`config.mk`:
```
export PLATFORM = sky130hd
export DESIGN_NAME = ochs_fifo
export DESIGN_NICKNAME = d
export VERILOG_FILES = /design/src/rtl/ochs_pkg.sv /design/src/rtl/ochs_fifo.sv
export SDC_FILE = /design/constraint.sdc
export NUM_CORES = 1
export LEC_CHECK = 0
export BUFFER_PORTS_ARGS = -buffer_cell sky130_fd_sc_hd__buf_2
export CORE_MARGIN = 3
export CORE_UTILIZATION = 30
export DETAILED_ROUTE_END_ITERATION = 8
export PLACE_DENSITY = 0.49
export SYNTH_ARGS = -nofsm -noshare
export SYNTH_HDL_FRONTEND = slang
export SYNTH_SLANG_ARGS = --single-unit
```
`constraint.sdc`:
```
create_clock -name aclk -period 9.5 [get_ports aclk]
set_input_delay 0.95 -clock aclk [delete_from_list [all_inputs] [get_ports aclk]]
set_output_delay 0.95 -clock aclk [all_outputs]
set_load 0.005 [all_outputs]
```
`src/rtl/ochs_pkg.sv`:
```
`timescale 1ns / 1ps
`default_nettype none
// ----------------------------------------------------------------------------
// ochs_pkg
// Shared types and constants for the cell height statistics block.
// ----------------------------------------------------------------------------
package ochs_pkg;

    // Defaults for the top-level parameters
    localparam int MAX_GRID_SIDE_DEF = 64;
    localparam int MAX_RING_DEF      = 3;

    // Coordinate field width in the command word (covers a side of 256)
    localparam int COORD_W = 8;

    // Configuration port
    localparam int CFG_IDX_W  = 2;
    localparam int CFG_DATA_W = 7;
    localparam logic [CFG_IDX_W-1:0] CFG_RING   = 2'd0;
    localparam logic [CFG_IDX_W-1:0] CFG_WIDTH  = 2'd1;
    localparam logic [CFG_IDX_W-1:0] CFG_HEIGHT = 2'd2;

    // Arithmetic sizes
    localparam int           CNT_W     = 24;
    localparam int           MEAN_W    = 24;
    localparam int           M2_W      = 64;
    localparam int           SD_W      = 23;
    localparam int           DIFF_W    = 25;
    localparam logic [23:0]  COUNT_MAX = 24'hFF_FFFF;
    localparam logic [22:0]  STDEV_MAX = 23'h7F_FFFF;

    // Request codes on the input word
    typedef enum logic [1:0] {
        REQ_ADD   = 2'd0,
        REQ_READ  = 2'd1,
        REQ_CLEAR = 2'd2,
        REQ_NONE  = 2'd3
    } req_t;

    // Operations passed to the back end
    typedef enum logic [1:0] {
        OP_ADD   = 2'd0,
        OP_READ  = 2'd1,
        OP_CLEAR = 2'd2,
        OP_BAD   = 2'd3
    } op_t;

    typedef struct packed {
        logic [1:0]         req_type;
        logic [5:0]         cell_x;
        logic [5:0]         cell_y;
        logic signed [15:0] height;
    } in_t;

    typedef struct packed {
        logic [23:0]        point_count;
        logic signed [23:0] mean_height;
        logic [22:0]        stdev_height;
        logic               bad_cell;
    } out_t;

    // Classified command: clipped box of cells to visit
    typedef struct packed {
        op_t                op;
        logic signed [15:0] height;
        logic [COORD_W-1:0] x0;
        logic [COORD_W-1:0] x1;
        logic [COORD_W-1:0] y0;
        logic [COORD_W-1:0] y1;
    } cmd_t;

    typedef struct packed {
        logic [CNT_W-1:0]         count;
        logic signed [MEAN_W-1:0] mean;
        logic [M2_W-1:0]          m2;
    } cell_t;

endpackage
`default_nettype wire

```
`src/rtl/ochs_fifo.sv`:
```
`timescale 1ns / 1ps
`default_nettype none
// ----------------------------------------------------------------------------
// ochs_fifo
// Two-entry command queue between the front and back ends.
// ----------------------------------------------------------------------------
module ochs_fifo
    import ochs_pkg::*;
(
    input  wire logic aclk,
    input  wire logic aresetn,
    input  wire logic push,
    input  wire cmd_t wdata,
    output logic      full,
    input  wire logic pop,
    output cmd_t      rdata,
    output logic      empty
);

    cmd_t       mem_reg [2];
    logic       wp_reg, rp_reg;
    logic [1:0] cnt_reg;

    assign full  = (cnt_reg == 2'd2);
    assign empty = (cnt_reg == 2'd0);
    assign rdata = mem_reg[rp_reg];

    // Store pushed commands
    always_ff @(posedge aclk) begin
        if (push) begin
            mem_reg[wp_reg] <= wdata;
        end
    end

    // Advance pointers and fill level
    always_ff @(posedge aclk) begin
        if (!aresetn) begin
            wp_reg  <= 1'b0;
            rp_reg  <= 1'b0;
            cnt_reg <= 2'd0;
        end else begin
            if (push) wp_reg <= ~wp_reg;
            if (pop)  rp_reg <= ~rp_reg;
            cnt_reg <= cnt_reg + {1'b0, push} - {1'b0, pop};
        end
    end

endmodule
`default_nettype wire

```
== After elaboration in Yosys (flattened, before gate mapping) ==
Memories as Yosys holds them, arrays and structs flattened. A register that Yosys moved wholly into a read port is not among the register bits.
Cells that the tools add are included.
Storage, ports and cells
  register bits after elaboration: 4
  RAM bits: 100
  input port bits: 54
  output and inout bits: 52
  logic and storage cells: 14
  memories: 1
Operators by class
  add/sub/neg operators: 2
  equality and inequality tests: 1
  mux-type cells: 4
  bitwise operators: 2
  reductions and logical operators: 1
Memories
  mem_reg: words 2, width 50, rd ports 1, clocked after memory_dff 1, wr ports 1, RTL line ochs_fifo.sv:20  | cmd_t mem_reg [2];
Operator list (count)
  2-to-1 mux 1 bit: 4
  adder 2 x 1 -> 2 bit: 1
  == test 2 bit (second input constant): 1
  zero test 2 bit: 1
  inverter 1 bit: 2
  subtractor 2 x 1 -> 2 bit: 1

== Logic depth before layout (Yosys ltp) ==
Gate-level depths: netlist of the first run.
  word-level depth: 3
  gate-level depth with buffers: 6
  mapped depth without buffers: 6

== Worst setup path before layout of the first run ==
Ideal clock, no wire load.
  path type: input to register
  start point: input push
  end point: memory mem_reg[0][0] (netlist bit), enable pin
  library setup time: 465 ps
  arrival time: 3197 ps
  data required time: 9035 ps
  setup slack: 5838 ps
  stages on the path: 1
  path buffers: 0
  cells stage by stage: nor2b_1
On the way
  word-level cells in the longest chain between the ends: 2
RTL lines
  from (decl): RTL line ochs_fifo.sv:12  | input wire logic push,
  2-to-1 mux 1 bit: RTL line ochs_fifo.sv:30  | if (push) begin
  2-to-1 mux 1 bit (implied by the code): RTL line ochs_fifo.sv:31  | mem_reg[wp_reg] <= wdata;
  to (decl): RTL line ochs_fifo.sv:20
No other way between the ends.

==> impl_metrics.ini, run 1 <==
[clocking]
hold_buffers = 0
post_cts_buffers = 0
cts_sinks = 105
ctsResizeCount = 0
cts_tree = yes
clockBufferDepth = 2
cts_root_buf = clkbuf_16
clk_pin_slew_ps = 70
cts-buffers-inserted = 9
htreeDepth = 3
worstSkewPairLatency_ps = 340

[cells_and_area]
area_growth_pct = 23.6
n_antenna_cell = 0
final_cells = 470
largest_register_ffs = 100
stdcell_area_um2 = 5060
final_cell_mix = 105 x buf_2, 100 x edfxtp_1, 50 x mux2_4, 9 x clkbuf_16, 4 x dfxtp_1
final_common_cell = buf_2
finalNetCount = 345
drive_gt1_share_pct = 59.9

[floorplan]
die_w_um = 123
io_pins = 106
rows = 42
core_um2 = 13300
start_util_pct = 30.8
dieArea_um2 = 15100
die_y_um = 123

[min_path]
hold_path_class = flop to flop

[routing]
ant_nets = 0
drt_iter0_drc = 70
wl_mm = 6.82
drtPass1Iterations = 4
avgRoutedWirePerCell_um = 14.5
drcViolationCount = 0
viasPerCell = 4.07
vias = 1913

[synthesis]
netlist_instances = 177
ys_warn_count = 0
seq_area_frac_synth_pct = 75.9
ys_types = 13
avgSynthCellArea_um2 = 23.1
syn-num-nets = 233
synthTopCellsByArea = edfxtp_1 73%, mux2_4 18%, buf_12 2.4%
yosys.area.top_type = edfxtp_1
ys_seq_elements = 105
synth_top_area_share_pct = 73.4
netlist_area_um2 = 4090

[placed_design]
pre_cts_ws_ps = 6980
placed_cell_area_um2 = 4750
port_buffers = 105
place.gp.congestion = 0.630
dpl.hpwl_mm = 4.39
dp.cells = 454

[timing]
skew_ps = 8.73
min_period_ps = 2840
whs_ps = 570
rsz0062_at_grt = no
fin_crit_sh_pct = 29.9
maxSlewHeadroom_pct = 34.1
fin_ws_ps = 6660
setup_violations = 0
worstMarginPinSlew_ps = 989
tns_ps = 0
final_max_slew_viol_count = 0
hold_viol = 0
max_freq_mhz = 352

[global_routing]
use_met3_pct = 3.73
grt_pass1_wl_mm = 10.6
grt_start_max_net_pins = 51
grt_use_met2_pct = 14.6
grt_pass1_vias = 2049
met1_usage_pct = 11.6
antenna_found_initial = 0
grtUsageTotal_pct = 9.61
busiest_layer = met2
grt.overflow.total = 0

[setup_path]
worstPathArrival_ps = 1890
crit_type = flop to output pin
crit_fanout = 50
cp-end-kind = output pin
worstSetupStartpointType = flop
required_ps = 8550

[power_and_ir_drop]
cellPowerDensity_nw_per_um2 = 203
irDropWorstVdd_mv = 0.123
p_leak_nw = 1.99

[run]
max_cap_viol_count = 0

[run_status]
outcome = finished, final reports clean
==> Yosys cell counts, drive strengths merged <==
library cell and number:
ha 2, xor2 1, inv 2, edfxtp 100
and2 4, nor2b 4, nor2 1, buf 6
xnor3 1, o21a 1, dfxtp 5, mux2 50
==> area by class of cell <==
cell class / instances / area (um^2)
Fill cell: 1247 / 8240
Sequential cell: 105 / 3110
Multi-Input combinational cell: 64 / 877
Timing Repair Buffer: 107 / 541
Clock buffer: 9 / 225
Tap cell: 176 / 220
Clock inverter: 7 / 78.8
Inverter: 2 / 7.51
==> through the flow <==
stage,utilization (%),total power [mW]
global route,38.0,1.08
finish,38.0,1.03
CTS,38.0,1.05
global placement,35.7,0.671
detailed placement,35.7,0.672
floorplan,-,0.631
==> worst max-delay path, cell delays in order, from the launching register on <==
cell and delay [ps]:
dfxtp_4 960, mux2_4 360, buf_2 130
==> kinds of logic after synthesis <==
family | after synthesis | synth area share [%]
XOR/XNOR | 2 | 0.765
adder cells (fa/ha/maj) | 2 | 0.612
flip-flops | 105 | 75.9
AO/OA/AOI/OAI | 1 | 0.184
buffers and inverters | 8 | 2.91
AND/OR/NAND/NOR | 9 | 1.32
multiplexers | 50 | 18.4
==> where the power goes <==
part | switching [mW] | leakage [nW] | internal [mW]
Sequential | 0.0186 | 0.981 | 0.535
Clock | 0.163 | 0.138 | 0.206
Combinational | 0.0375 | 0.870 | 0.0668
Total | 0.219 | 1.99 | 0.807
==> routing by layer <==
layer | up-vias | wire length, um
met4 | 0 | 168
met1 | 921 | 2840
met2 | 72 | 3180
met3 | 11 | 626
met5 | - | 0
li1 | 909 | -
==> final timing paths <==
check	from	to	slack [ps]	cells past startpoint
setup / recovery	flop	rdata[20]	6660	2
hold / removal	rp_reg$_SDFFE_PN0P_	flop	570	2
setup reg to reg	wp_reg$_SDFFE_PN0P_	mem_reg[1][16]$_DFFE_PP_	7800	2
hold reg to reg	rp_reg$_SDFFE_PN0P_	flop	570	2
No activity file was read; power rests on OpenSTA's default activity.
==> inputs of run 2 (changes only) <==
--- a/config.mk
+++ b/config.mk
@@ -9,7 +9,7 @@
 export CORE_MARGIN = 3
 export CORE_UTILIZATION = 30
 export DETAILED_ROUTE_END_ITERATION = 8
-export PLACE_DENSITY = 0.49
+export PLACE_DENSITY = 0.51
 export SYNTH_ARGS = -nofsm -noshare
 export SYNTH_HDL_FRONTEND = slang
 export SYNTH_SLANG_ARGS = --single-unit
==> constraint.sdc (replaced) <==
create_clock -name aclk -period 2.6 [get_ports aclk]
set_input_delay 0.26 -clock aclk [delete_from_list [all_inputs] [get_ports aclk]]
set_output_delay 0.26 -clock aclk [all_outputs]
set_load 0.005 [all_outputs]
==> impl_metrics.ini, run 2 (synthesis gave the netlist of run 1 again) <==
[run_status]
outcome = finished, final reports clean

[clocking]
cts-buffers-inserted = 9
hold_buffers = 0
htreeDepth = 3
cts_sinks = 105
clockBufferDepth = 2
clk_pin_slew_ps = 60
cts_tree = yes
worstSkewPairLatency_ps = 340
ctsResizeCount = 0
post_cts_buffers = 0
cts_root_buf = clkbuf_16

[placed_design]
placed_cell_area_um2 = 4790
place.gp.congestion = 0.649
pre_cts_ws_ps = 905
port_buffers = 105

[setup_path]
worstSetupStartpointType = flop
crit_fanout = 30
cp-end-kind = output pin
required_ps = 2340
crit_type = flop to output pin
worstPathArrival_ps = 1760

[routing]
ant_nets = 0
avgRoutedWirePerCell_um = 14.9
wl_mm = 7.06
drt_iter0_drc = 73
drcViolationCount = 0
drtPass1Iterations = 4
viasPerCell = 4.14
vias = 1958

[global_routing]
grt.overflow.total = 0
antenna_found_initial = 0
grt_pass1_vias = 2068
grtUsageTotal_pct = 9.63
grt_start_max_net_pins = 31
grt_pass1_wl_mm = 10.4

[min_path]
hold_path_class = primary input to flop

[timing]
fin_ws_ps = 579
min_period_ps = 2020
max_freq_mhz = 495
maxSlewHeadroom_pct = 71.4
rsz0062_at_grt = no
skew_ps = 3.56
fin_crit_sh_pct = 77.7
hold_viol = 0
tns_ps = 0
final_max_slew_viol_count = 0
whs_ps = 104
worstMarginPinSlew_ps = 428
setup_violations = 0

[cells_and_area]
drive_gt1_share_pct = 58.6
fill_cells = 1260
final_util_pct = 38.0
n_antenna_cell = 0
area_growth_pct = 23.5
finalNetCount = 348
stdcell_area_um2 = 5050
largest_register_ffs = 100
final_common_cell = buf_2
final_cell_mix = 105 x buf_2, 100 x edfxtp_1, 50 x mux2_4, 9 x clkbuf_16, 5 x clkbuf_1

[floorplan]
start_util_pct = 30.8
rows = 42
dieArea_um2 = 15100
io_pins = 106
die_y_um = 123
core_um2 = 13300
die_w_um = 123

[power_and_ir_drop]
cellPowerDensity_nw_per_um2 = 718
p_leak_nw = 2.00
irDropWorstVdd_mv = 0.290

[run]
max_cap_viol_count = 0
run 2: changes by cell type in the layout (fill, tap and decap cells not counted), sizes merged:
cell      change
clkinv        -1
clkinvlp      -3
bufinv        -1
inv           -1
clkbuf        +6
buf           +3
run 2: metrics by stage:
step	total power [mW]	instances
6_report	3.62	473
5_1_grt	3.80	473
4_1_cts	3.70	473
3_5_place_dp	2.46	457
3_3_place_gp	2.45	457
2_1_floorplan	2.30	177
run 2: per-layer routing:
| metal | global-route usage, % | vias to the layer above | part of all wire, % |
|---|---|---|---|
| met5 | 0 | - | 0 |
| met4 | 5.67 | 0 | 2.4 |
| met3 | 3.50 | 13 | 7.5 |
| met2 | 14.9 | 66 | 48 |
| met1 | 11.5 | 960 | 42 |
| li1 | - | 919 | - |
run 2: worst max-delay path, cell delays in order (launching register included):
cell and delay (ps):
dfxtp_4 620, buf_12 320, mux2_4 340, buf_2 130
run 2: path summary, 6_finish.rpt:
kind              cells after the start                       end                 from  slack (ps)
setup / recovery                      3                 rdata[33]                 flop         580
hold / removal                        1  mem_reg[0][30]$_DFFE_PP_            wdata[30]         100
setup reg to reg                      2  mem_reg[1][43]$_DFFE_PP_  wp_reg$_SDFFE_PN0P_        1320
hold reg to reg                       2                      flop  rp_reg$_SDFFE_PN0P_         580
run 2: final cells by class:
class	count	area, um^2	share of cell area [%]
timing repair buffer	110	576	11.4
multi-input combinational	64	877	17.4
sequential	105	3110	61.5
tap	176	220	4.36
clock buffer	15	258	5.10
clock inverter	1	5.00	0.0991
inverter	2	7.51	0.149
run 2: where the power goes:
group | internal, mW | leakage, nW | switching, mW
clock network | 0.676 | 0.128 | 0.536
logic | 0.248 | 0.889 | 0.167
registers | 1.95 | 0.981 | 0.0437
total | 2.88 | 2.00 | 0.746
