File: src/rtl/ochs_pkg.sv
`timescale 1ns / 1ps
`default_nettype none
// ----------------------------------------------------------------------------
// ochs_pkg
// Shared types and constants for the cell height statistics block.
// ----------------------------------------------------------------------------
package ochs_pkg;

    // Defaults for the top-level parameters
    localparam int MAX_GRID_SIDE_DEF = 64;
    localparam int MAX_RING_DEF      = 3;

    // Coordinate field width in the command word (covers a side of 256)
    localparam int COORD_W = 8;

    // Configuration port
    localparam int CFG_IDX_W  = 2;
    localparam int CFG_DATA_W = 7;
    localparam logic [CFG_IDX_W-1:0] CFG_RING   = 2'd0;
    localparam logic [CFG_IDX_W-1:0] CFG_WIDTH  = 2'd1;
    localparam logic [CFG_IDX_W-1:0] CFG_HEIGHT = 2'd2;

    // Arithmetic sizes
    localparam int           CNT_W     = 24;
    localparam int           MEAN_W    = 24;
    localparam int           M2_W      = 64;
    localparam int           SD_W      = 23;
    localparam int           DIFF_W    = 25;
    localparam logic [23:0]  COUNT_MAX = 24'hFF_FFFF;
    localparam logic [22:0]  STDEV_MAX = 23'h7F_FFFF;

    // Request codes on the input word
    typedef enum logic [1:0] {
        REQ_ADD   = 2'd0,
        REQ_READ  = 2'd1,
        REQ_CLEAR = 2'd2,
        REQ_NONE  = 2'd3
    } req_t;

    // Operations passed to the back end
    typedef enum logic [1:0] {
        OP_ADD   = 2'd0,
        OP_READ  = 2'd1,
        OP_CLEAR = 2'd2,
        OP_BAD   = 2'd3
    } op_t;

    typedef struct packed {
        logic [1:0]         req_type;
        logic [5:0]         cell_x;
        logic [5:0]         cell_y;
        logic signed [15:0] height;
    } in_t;

    typedef struct packed {
        logic [23:0]        point_count;
        logic signed [23:0] mean_height;
        logic [22:0]        stdev_height;
        logic               bad_cell;
    } out_t;

    // Classified command: clipped box of cells to visit
    typedef struct packed {
        op_t                op;
        logic signed [15:0] height;
        logic [COORD_W-1:0] x0;
        logic [COORD_W-1:0] x1;
        logic [COORD_W-1:0] y0;
        logic [COORD_W-1:0] y1;
    } cmd_t;

    typedef struct packed {
        logic [CNT_W-1:0]         count;
        logic signed [MEAN_W-1:0] mean;
        logic [M2_W-1:0]          m2;
    } cell_t;

endpackage
`default_nettype wire

File: src/rtl/ochs_front.sv
`timescale 1ns / 1ps
`default_nettype none
// ----------------------------------------------------------------------------
// ochs_front
// Holds configuration, accepts request words and turns them into commands
// with a clipped cell box.
// ----------------------------------------------------------------------------
module ochs_front
    import ochs_pkg::*;
#(
    parameter int MAX_GRID_SIDE = MAX_GRID_SIDE_DEF,
    parameter int MAX_RING      = MAX_RING_DEF
) (
    input  wire logic                  aclk,
    input  wire logic                  aresetn,
    input  wire logic                  s_valid,
    output logic                       s_ready,
    input  wire in_t                   s_data,
    input  wire logic                  cfg_valid,
    output logic                       cfg_ready,
    input  wire logic [CFG_IDX_W-1:0]  cfg_index,
    input  wire logic [CFG_DATA_W-1:0] cfg_wdata,
    input  wire logic                  q_full,
    input  wire logic                  back_clearing,
    output logic                       q_push,
    output cmd_t                       q_cmd
);

    localparam int CW = $clog2(MAX_GRID_SIDE);
    localparam int EW = ((CW > 6) ? CW : 6) + 2;

    logic [1:0]            ring_reg;
    logic [CFG_DATA_W-1:0] gw_reg;
    logic [CFG_DATA_W-1:0] gh_reg;

    logic [EW-1:0] eff_w, eff_h, r_cfg, r_use, cx_e, cy_e;
    logic [EW-1:0] x0, x1, y0, y1, xs, ys;
    logic          bad;
    req_t          req;

    // Write configuration registers
    assign cfg_ready = 1'b1;
    always_ff @(posedge aclk) begin
        if (!aresetn) begin
            ring_reg <= 2'd0;
            gw_reg   <= 7'd64;
            gh_reg   <= 7'd64;
        end else if (cfg_valid) begin
            unique case (cfg_index)
                CFG_RING:   ring_reg <= cfg_wdata[1:0];
                CFG_WIDTH:  gw_reg   <= cfg_wdata;
                CFG_HEIGHT: gh_reg   <= cfg_wdata;
                default:    ;
            endcase
        end
    end

    // Clip sizes and radius to the built grid
    always_comb begin
        eff_w = (EW'(gw_reg) > EW'(MAX_GRID_SIDE)) ? EW'(MAX_GRID_SIDE) : EW'(gw_reg);
        eff_h = (EW'(gh_reg) > EW'(MAX_GRID_SIDE)) ? EW'(MAX_GRID_SIDE) : EW'(gh_reg);
        r_cfg = (EW'(ring_reg) > EW'(MAX_RING)) ? EW'(MAX_RING) : EW'(ring_reg);
        req   = req_t'(s_data.req_type);
        r_use = (req == REQ_ADD) ? r_cfg : '0;
        cx_e  = EW'(s_data.cell_x);
        cy_e  = EW'(s_data.cell_y);
        bad   = (cx_e >= eff_w) || (cy_e >= eff_h);
        x0    = (cx_e >= r_use) ? cx_e - r_use : '0;
        y0    = (cy_e >= r_use) ? cy_e - r_use : '0;
        xs    = cx_e + r_use;
        ys    = cy_e + r_use;
        x1    = (xs >= eff_w) ? eff_w - 1'b1 : xs;
        y1    = (ys >= eff_h) ? eff_h - 1'b1 : ys;
    end

    // Classify the word and push a command; drop unknown requests
    assign s_ready = !q_full && !back_clearing;
    assign q_push  = s_valid && s_ready && (req != REQ_NONE);

    always_comb begin
        q_cmd.height = s_data.height;
        q_cmd.x0     = COORD_W'(x0);
        q_cmd.x1     = COORD_W'(x1);
        q_cmd.y0     = COORD_W'(y0);
        q_cmd.y1     = COORD_W'(y1);
        case (req)
            REQ_CLEAR: q_cmd.op = OP_CLEAR;
            REQ_ADD:   q_cmd.op = bad ? OP_BAD : OP_ADD;
            default:   q_cmd.op = bad ? OP_BAD : OP_READ;
        endcase
    end

endmodule
`default_nettype wire

File: config.mk
export PLATFORM = sky130hd
export DESIGN_NAME = ochs_front
export DESIGN_NICKNAME = d
export VERILOG_FILES = /design/src/rtl/ochs_pkg.sv /design/src/rtl/ochs_front.sv
export SDC_FILE = /design/constraint.sdc
export NUM_CORES = 1
export LEC_CHECK = 0
export BUFFER_PORTS_ARGS = -buffer_cell sky130_fd_sc_hd__clkbuf_2
export CELL_PAD_IN_SITES_DETAIL_PLACEMENT = 1
export CELL_PAD_IN_SITES_GLOBAL_PLACEMENT = 1
export CORE_MARGIN = 2
export CORE_UTILIZATION = 38
export CTS_CLUSTER_DIAMETER = 50
export DETAILED_ROUTE_END_ITERATION = 10
export MAX_ROUTING_LAYER = met4
export PLACE_DENSITY = 0.88
export SYNTH_ARGS = -nofsm -noshare
export SYNTH_HDL_FRONTEND = slang
export SYNTH_SLANG_ARGS = --single-unit
File: constraint.sdc
create_clock -name aclk -period 5.42 [get_ports aclk]
set_clock_uncertainty 0.05 [all_clocks]
set_input_delay 0.271 -clock aclk [delete_from_list [all_inputs] [get_ports aclk]]
set_output_delay 0.271 -clock aclk [all_outputs]
set_load 0.05 [all_outputs]
# Yosys cells after proc, flatten, opt, wreduce, memory -nomap -nowiden
# Cells that the tools add are included.
# classes
eq_ne,4
add_sub_neg,6
reduce_logical,11
mux,10
order_cmp,8
# ops
cell,n
$mux W8,4
$sub A7 B1 Y8 const B,2
$add A6 B2 Y7,2
$ge A6 B7 Y1,2
$ge A7 B7 Y1,2
$gt A7 B7 Y1 const B,2
$mux W7,2
$sub A6 B2 Y7,2
$ge A6 B2 Y1,2
$mux W2,3
$reduce_and A2 Y1,3
$eq A2 B2 Y1 const B,2
$logic_not A2 Y1,2
$pmux W2 S2,1
$logic_and A1 B1 Y1,3
$eq A2 B1 Y1 const B,1
$logic_not A1 Y1,2
$ne A2 B2 Y1 const B,1
$logic_or A1 B1 Y1,1
# word_totals
reg_bits,16
input_bits,45
wordCells,42
output_inout_bits,53

# Depth between registers and ports, before layout
# Gate-level depths: netlist of the first run.
# depth
ltp_word,6
ltp_mapped,12
depth_no_buf,12

# Worst setup path after synthesis of the first run
# OpenSTA, ideal clock, no wires.
# synth_timing
path_type,input to output
from,input port s_data[29] (netlist bit)
to,output port q_cmd[15] (netlist bit)
path_slack_ns,1.496
arrival_ns,3.603
cell_stages,8
n_path_buf,1
path_cell_list,nor2_1 -> and2_1 -> ha_1 -> inv_1 -> fa_1 -> nor3_1 -> nor4b_1 -> buf_4
# synth_lines
item,line_no,rtl
start: declaration,ochs_front.sv:18,"input wire in_t s_data,"
end: declaration,ochs_front.sv:26,output cmd_t q_cmd

==> impl_metrics.ini, run 1 <==
[yosys]
synth_nets = 382
synth-edff-count = 0
synth_seq_cells = 16
syn_area_um2 = 2389
ys.warnings.count = 0
async_flop_share_pct = 0
ys_seq_area_share_pct = 13.41
netlist_instances = 297
synth_cell_types = 37
syn_avg_cell_area_um2 = 8.042
synth-main-ff-cell = dfxtp_1

[route]
wire_per_inst_um = 14.79
num_vias = 2164
ant_nets = 0
drt_iter0_markers = 55
route.detailed.drc = 0
firstDrtPassIters = 4
detail_route.vias_per_cell = 5.291
routed_wl_um = 6051

[setup_path]
critPathKind = reg2out
critical_path.endpoint_type = primary output
cp.arrival_ns = 3.34
start_kind = register
critPathRequiredTime_ns = 5.10
cp_max_fo = 8

[timing]
fin_crit_ns = 3.662
drv_slew = 0
period_share_pct = 67.56
whs_ns = 0.2498
max_freq_mhz = 273.1
rsz0062_at_grt = no
setup_viol = 0
fin_ws_ns = 1.758
tns_ns = 0
finalHoldViolations = 0

[cells_and_area]
syn2layout_area_growth_pct = 11.16
final_common_cell = clkbuf_2
nFillCells = 791
final-seq-area_um2 = 320.3
layout_common_cells = clkbuf_2 (64), ha_1 (36), nand2_1 (31)
insertedDiodeCount = 0
fin_area_um2 = 2655
multiInputGateArea_um2 = 1823
post-route-util_pct = 44.32
stdcell_count = 409
drive_gt1_share_pct = 25.15
fin_nets = 421

[clock_network]
cts_tree = done
hold_buffers = 0
cts_buffer_depth = 2
clk_latency_ns = 0.24
cts_root_buf = clkbuf_8
cts-htree-levels = 1
post_cts_buffers = 0
cts_resized = 0
clock_sinks = 16
numCtsBuffers = 3
cts.clk_slew.worst_paths_ns = 0.06

[global_routing]
met1_usage_pct = 22.92
antenna_found_initial = 0
use_met3_pct = 0.8946
grt_max_degree = 17
grt_pass1_vias = 2174
grt_usage_pct = 17.68
grt_pass1_wl_um = 10230
grt.overflow.total = 0
use_met2_pct = 30.65
globalRoute.busiestLayer = met2

[power]
total_power_mw = 0.3819
p_leak_nw = 1.331
p_per_area_nw_per_um2 = 143.8
ir_worst_vdd_mv = 0.1404

[die]
dieArea_um2 = 6936
core_um2 = 5991
io-pin-count = 98
die_h_um = 83.28
die_x_um = 83.28
start_util_pct = 39.87
row_count = 28

[status]
status = finished clean

[placed_design]
place_ws_ns = 1.915
place_hpwl_um = 5130
place_area_um2 = 2614
gp_congestion = 0.8389
dp_cells = 406
numPortBuffers = 64

[run]
maxCapViolCount = 0

[min_path]
min_path_type = in2reg
[area by class of cell]
cell class	count	share of cell area (%)
Multi-Input combinational cell	236	68.66
Timing Repair Buffer	64	12.06
Sequential cell	16	12.06
Inverter	15	2.121
Clock buffer	3	1.555
Tap cell	75	3.534
[logic make-up after synthesis]
kind of cell	count (synthesis)	synth area share (%)
other cells	1	0.1570
simple gates	110	23.42
xor+xnor	20	7.334
compound gates	36	10.16
fa+ha+maj	40	22.21
mux	29	13.04
flops	16	13.41
buf+inv	45	10.27
[routing by layer]
layer / share of wire, % / vias to the layer above
met2: 48 / 61
met4: 0.56 / 0
li1: - / 1076
met5: 0 / -
met3: 4.1 / 4
met1: 47 / 1023
[path summary, 6_finish.rpt]
check / startpoint / end / slack, ns / cells past startpoint
max reg2reg: gh_reg[6] / gh_reg[6] / 4.35 / 4
min: cfg_wdata[2] / gw_reg[2] / 0.25 / 3
max: ring_reg[0] / q_cmd[18] / 1.76 / 11
min reg2reg: ring_reg[0] / ring_reg[0] / 0.48 / 2
[cells in the mapped netlist (2+ instances only)]
master    number  area [um2]
mux2_2         9       101.4
nor3_1         7       35.03
buf_2          4       20.02
nand3b_1       2       15.01
mux2i_1       18       180.2
buf_4         19       142.6
xor2_1         5       43.79
and3_1         9       56.30
dfxtp_1       16       320.3
nor2_1        22       82.58
o21bai_1       2       15.01
nor4b_1        3       26.28
clkbuf_1       7       26.28
nor2b_1       19       118.9
nand2_1       31       116.4
a21oi_1        9       45.04
a211oi_1       4       30.03
o21ai_0        8       40.04
mux2_4         2       30.03
a21o_1         8       60.06
inv_1         15       56.30
fa_1           4       80.08
nand3_1        7       35.03
o21ai_2        2       17.52
xnor2_1       15       131.4
nor4_1         2       12.51
nor3_2         2       20.02
ha_1          36       450.4
nand2b_1       2       12.51
[worst max-delay path, stage by stage (launching register included)]
cell	delay [ns]
dfxtp_1	0.32
and2_1	0.20
ha_1	0.23
fa_1	0.44
xor2_1	0.20
ha_1	0.33
nand2_1	0.07
o21ai_0	0.19
a21oi_1	0.11
o21ai_2	0.37
mux2_2	0.40
clkbuf_2	0.24
[report_power, final]
group | internal [mW] | switching, mW
Combinational | 0.0552 | 0.113
Clock | 0.0492 | 0.0383
Sequential | 0.122 | 0.00484
Total | 0.226 | 0.156
Note: power is estimated with default switching activity, not from simulation.
==> run 2, diff against run 1 <==
Settings changed: CORE_UTILIZATION 38 to 35, PLACE_DENSITY 0.88 to 0.82.
Clock period 5.42 ns to 3.6 ns, I/O delays scaled along.
==> run 2 against run 1 <==
  * Non-clock buffer count stayed put
  * Sequential power grew 50%
  * Flip-flop and latch count is the same
  * Via count decreased by 0.88%
  * Die area is 8.2% higher
  * Critical path depth did not move
  * Global-route usage fell by 0.89 points
  * First-iteration DRC count is 25% lower
  * Critical path type unchanged
  * Highest routed layer unchanged
==> impl_metrics.ini, run 2 (synthesis results as in run 1) <==
[min_path]
hold_path.startpoint = cfg_wdata[6]
min_path_type = in2reg
min_to = gw_reg[6]
min_path_cells = 3

[setup_path]
critPathKind = reg2out
r2r-start = gh_reg[6]
worst_r2r_endpoint = gh_reg[6]
cp_max_fo = 8
start_kind = register
critical_path.endpoint_type = primary output
reg2reg_setup_slack_ns = 2.54
reg2reg_depth = 4
critPathRequiredTime_ns = 3.37
cp.arrival_ns = 3.20

[cells_and_area]
syn2layout_area_growth_pct = 12.26
layout_common_cells = clkbuf_2 (64), ha_1 (36), nand2_1 (31)
fin_nets = 421
stdcell_count = 414
drive_gt1_share_pct = 25.75
final_common_cell = clkbuf_2
post-route-util_pct = 40.13
insertedDiodeCount = 0
nFillCells = 843

[placed_design]
gp_congestion = 0.8834
dp_cells = 411
numPortBuffers = 64
place_hpwl_um = 5315

[route]
num_vias = 2145
ant_nets = 0
route.detailed.drc = 0
firstDrtPassIters = 4
wire_per_inst_um = 14.86
routed_wl_um = 6151
drt_iter0_markers = 41
detail_route.vias_per_cell = 5.181

[clock_network]
cts_buffer_depth = 2
post_cts_buffers = 0
cts_tree = done
cts.clk_slew.worst_paths_ns = 0.06
clock_sinks = 16
cts_root_buf = clkbuf_8
clk_latency_ns = 0.24
numCtsBuffers = 3
cts-htree-levels = 1
hold_buffers = 0
cts_resized = 0

[status]
status = finished clean

[power]
ir_worst_vdd_mv = 0.1506
p_leak_nw = 1.333
p_per_area_nw_per_um2 = 214.6
total_power_mw = 0.5754

[global_routing]
grt_usage_pct = 16.79
grt_max_degree = 17
grt.overflow.total = 0
grt_pass1_wl_um = 10020
grt_pass1_vias = 2116
antenna_found_initial = 0

[timing]
finalHoldViolations = 0
setup_viol = 0
fin_crit_ns = 3.432
rsz0062_at_grt = no
period_share_pct = 95.34
tns_ns = 0
drv_slew = 0
max_freq_mhz = 291.4
whs_ns = 0.1442

[die]
die_h_um = 86.61
io-pin-count = 98
start_util_pct = 35.75
dieArea_um2 = 7501
core_um2 = 6681
die_x_um = 86.61
row_count = 30

[run]
maxCapViolCount = 0
run 2: cell counts in the layout (fill, tap and decap cells not counted):
Identical to the previous run, type by type.
run 2: final cells by class:
class | count | area [um2] | area share [%]
tap | 80 | 100.1 | 3.733
sequential | 16 | 320.3 | 11.95
timing repair buffer | 64 | 320.3 | 11.95
clock buffer | 3 | 41.29 | 1.540
multi-input combinational | 236 | 1843 | 68.74
inverter | 15 | 56.30 | 2.100
run 2: layer usage:
| metal | vias to the layer above | global-route usage [%] | part of all wire [%] |
|---|---|---|---|
| li1 | 1073 | - | - |
| met1 | 1016 | 21.65 | 47 |
| met2 | 54 | 29.58 | 49 |
| met3 | 2 | 1.333 | 3.7 |
| met4 | 0 | 1.847 | 0.13 |
| met5 | - | - | 0 |
run 2: report_power, final:
group          internal, mW  switching (mW)
clock network        0.0740          0.0568
logic                0.0833           0.170
registers             0.183         0.00772
total                 0.341           0.235
run 2: worst max-delay path: stages (launching register included):
cell      delay [ns]
dfxtp_1         0.33
and2_1          0.20
ha_1            0.23
fa_1            0.42
xor2_1          0.19
ha_1            0.31
nand2_1         0.05
o21ai_0         0.14
a21oi_1         0.10
o21ai_2         0.36
mux2_2          0.40
clkbuf_2        0.24
run 2: worst max-delay path by stage:
| stage | start | endpoint | slack (ns) | cells after the start |
|---|---|---|---|---|
| floorplan | ring_reg[0] | q_cmd[0] | 0.37 | 10 |
| global placement | s_data[28] | q_cmd[2] | 0.42 | 13 |
| detailed placement | s_data[28] | q_cmd[2] | 0.31 | 13 |
| CTS | ring_reg[0] | q_cmd[2] | 0.13 | 11 |
| global route | ring_reg[1] | q_cmd[20] | 0.02 | 11 |
| finish | ring_reg[0] | q_cmd[19] | 0.17 | 11 |
run 2: metrics by stage:
step           instance area, um2  worst slack, ns
2_1_floorplan                2401           0.3671
3_3_place_gp                 2633           0.4159
3_5_place_dp                 2633           0.3050
4_1_cts                      2674           0.1344
5_1_grt                      2681          0.02039
6_report                     2681           0.1678
==> run 3, diff against run 2 <==
Settings changed: ABC_AREA set to 1, GPL_TIMING_DRIVEN set to 0, PLACE_DENSITY 0.82 to 0.83.
==> run 3 against run 2 <==
  * Clock power hardly changed
  * Fmax is 2.2% higher
  * Synthesized cell count is 46% higher
  * First-iteration DRC count is 7.3% higher
  * Wire length is 28% higher
  * Count of clock-buffer cells in the layout stayed put
  * Combinational power is 71% higher
  * Worst setup slack better by 0.074 ns
  * Flip-flop and latch count stayed put
  * Sequential power hardly changed
  * Largest power group unchanged
==> impl_metrics.ini, run 3 <==
[setup_path]
start_kind = register
critical_path.endpoint_type = primary output
critPathKind = reg2out
critPathRequiredTime_ns = 3.37
cp_max_fo = 10
cp.arrival_ns = 3.13

[clock_network]
clk_latency_ns = 0.24
numCtsBuffers = 3
cts_buffer_depth = 2
hold_buffers = 0
post_cts_buffers = 0
cts_root_buf = clkbuf_8
cts_tree = done
clock_sinks = 16
cts-htree-levels = 1
cts.clk_slew.worst_paths_ns = 0.06

[power]
p_sw_share_pct = 48.50
power.internal_mw = 0.3898
power_frac_seq_pct = 25.5
p_comb_share_pct = 57.3
p_per_area_nw_per_um2 = 225.2
clock_power_share_pct = 17.2
p_leak_nw = 1.870
power.switching_mw = 0.3672
ir_worst_vdd_mv = 0.1502

[timing]
rsz0062_at_grt = no
finalHoldViolations = 0
max_freq_mhz = 297.8
tns_ns = 0
fin_crit_ns = 3.358
drv_slew = 0
setup_viol = 0
period_share_pct = 93.29

[die]
io-pin-count = 98
row_count = 32
die_x_um = 92.93
start_util_pct = 36.00
die_h_um = 92.93
dieArea_um2 = 8635
core_um2 = 7687

[cells_and_area]
final_common_cell = nand2_1
syn2layout_area_growth_pct = 21.47
fin_area_um2 = 3362
insertedDiodeCount = 0
fin_nets = 602
layout_common_cells = nand2_1 (100), clkbuf_2 (72), inv_1 (59)
nFillCells = 1092
drive_gt1_share_pct = 28.74

[yosys]
synth.most_common_cell = nand2_1
async_flop_share_pct = 0
netlist_instances = 433
synth_seq_cells = 16
synth_top_area_share_pct = 16.27
synth_cell_types = 37
synth_nets = 518
synth_common_cells = nand2_1 (100), inv_1 (59), nor2_1 (44), ha_1 (36), nand3_1 (30)
syn_area_um2 = 2768
syn_avg_cell_area_um2 = 6.392
ys_seq_area_share_pct = 11.57
synth-main-ff-cell = dfxtp_1
ys.warnings.count = 0
synth_area_leaders = ha_1 (16%), nand2_1 (14%), dfxtp_1 (12%)
synth.largest_area_cell = ha_1
synth-edff-count = 0

[route]
num_vias = 3030
detail_route.vias_per_cell = 4.911
firstDrtPassIters = 4
drt_iter0_markers = 44
routed_wl_um = 7901
route.detailed.drc = 0
wire_per_inst_um = 12.81
ant_nets = 0

[run]
maxCapViolCount = 0

[global_routing]
grt_pass1_vias = 3166
antenna_found_initial = 0
grt.overflow.total = 0
grt_pass1_wl_um = 13540
grt_max_degree = 11
grt_usage_pct = 19.11

[placed_design]
numPortBuffers = 79
gp_congestion = 0.8374
place_area_um2 = 3291
place_hpwl_um = 6961

[min_path]
min_path_type = in2reg

[status]
status = finished clean
==> run 3: changes by cell type in the layout (fill, tap and decap cells not counted), sizes merged, moves of 25 or more <==
cell | previous run | this run
nor2 | 22 | 59
nand2 | 31 | 108
inv | 15 | 61
nand3 | 7 | 32
buf | 0 | 28
==> run 3: path summary, 6_finish.rpt <==
check / from / to / slack [ns] / cells after the start
setup / recovery: ring_reg[0] / q_cmd[16] / 0.24 / 14
hold / removal: cfg_wdata[6] / gw_reg[6] / 0.14 / 3
setup reg to reg: gw_reg[6] / gw_reg[6] / 2.78 / 3
hold reg to reg: gh_reg[1] / gh_reg[1] / 0.47 / 2
==> run 3: per-layer routing <==
layer	global-route usage (%)	part of all wire, %	up-vias
li1	-	-	1533
met1	21.30	43	1427
met2	37.68	53	62
met3	1.383	3.2	8
met4	2.696	0.82	0
met5	-	0	-
==> run 3: what timing repair did <==
action / CTS / global route
pin swaps: 0 / 0
resized for setup: 1 / 16
gates cloned: 0 / 0
setup endpoints to repair: 9 / 8
==> run 3: kinds of logic (layout without fill, tap and decap cells) <==
family                   count (synthesis)  in the layout  share of synthesized area (%)
adder cells (fa/ha/maj)                 40             40                          19.17
other                                    1              1                         0.1355
buffers and inverters                   90            172                          16.77
XOR/XNOR                                 9              9                          2.848
AO/OA/AOI/OAI                           55             55                          11.66
flip-flops                              16             16                          11.57
AND/OR/NAND/NOR                        222            222                          37.84
==> run 3: cell type report <==
cell class                      instances  area [um2]  area share, %
Tap cell                              102       127.6          3.796
Timing Repair Buffer                   79       412.9          12.28
Buffer                                 29       225.2          6.699
Multi-Input combinational cell        327        1996          59.36
Sequential cell                        16       320.3          9.527
Inverter                               61       239.0          7.108
Clock buffer                            3       41.29          1.228
==> run 3: stage by stage <==
step	cells	setup slack, ns	util, %	power (mW)	hold slack (ns)
2_1_floorplan	433	0.1543	-	0.5204	0.2604
3_3_place_gp	614	0.3668	42.81	0.6147	0.3857
3_5_place_dp	614	0.2177	42.81	0.6294	0.3940
4_1_cts	617	0.1211	43.41	0.7617	0.1411
5_1_grt	617	0.001457	43.73	0.8093	0.1669
6_report	617	0.2415	43.73	0.7570	0.1405
==> run 3: worst max-delay path: stages, from the launching register on <==
cell and delay (ns):
dfxtp_1 0.35, nor3b_2 0.31, ha_1 0.25, fa_1 0.22, nand3_1 0.16, nor2_1 0.13, nand2_1 0.10, inv_1 0.08
ha_1 0.25, a21o_1 0.19, nor2_1 0.12, nand3b_1 0.15, buf_6 0.18, o21ai_2 0.11, clkbuf_2 0.28
==> run 3: power groups by stage <==
stage	Sequential [mW]	Combinational (mW)	Clock, mW
after floorplan	0.195	0.326	0
after global placement	0.197	0.418	0
after detailed placement	0.197	0.432	0
after CTS	0.193	0.434	0.134
after global routing	0.194	0.475	0.141
final	0.193	0.434	0.130
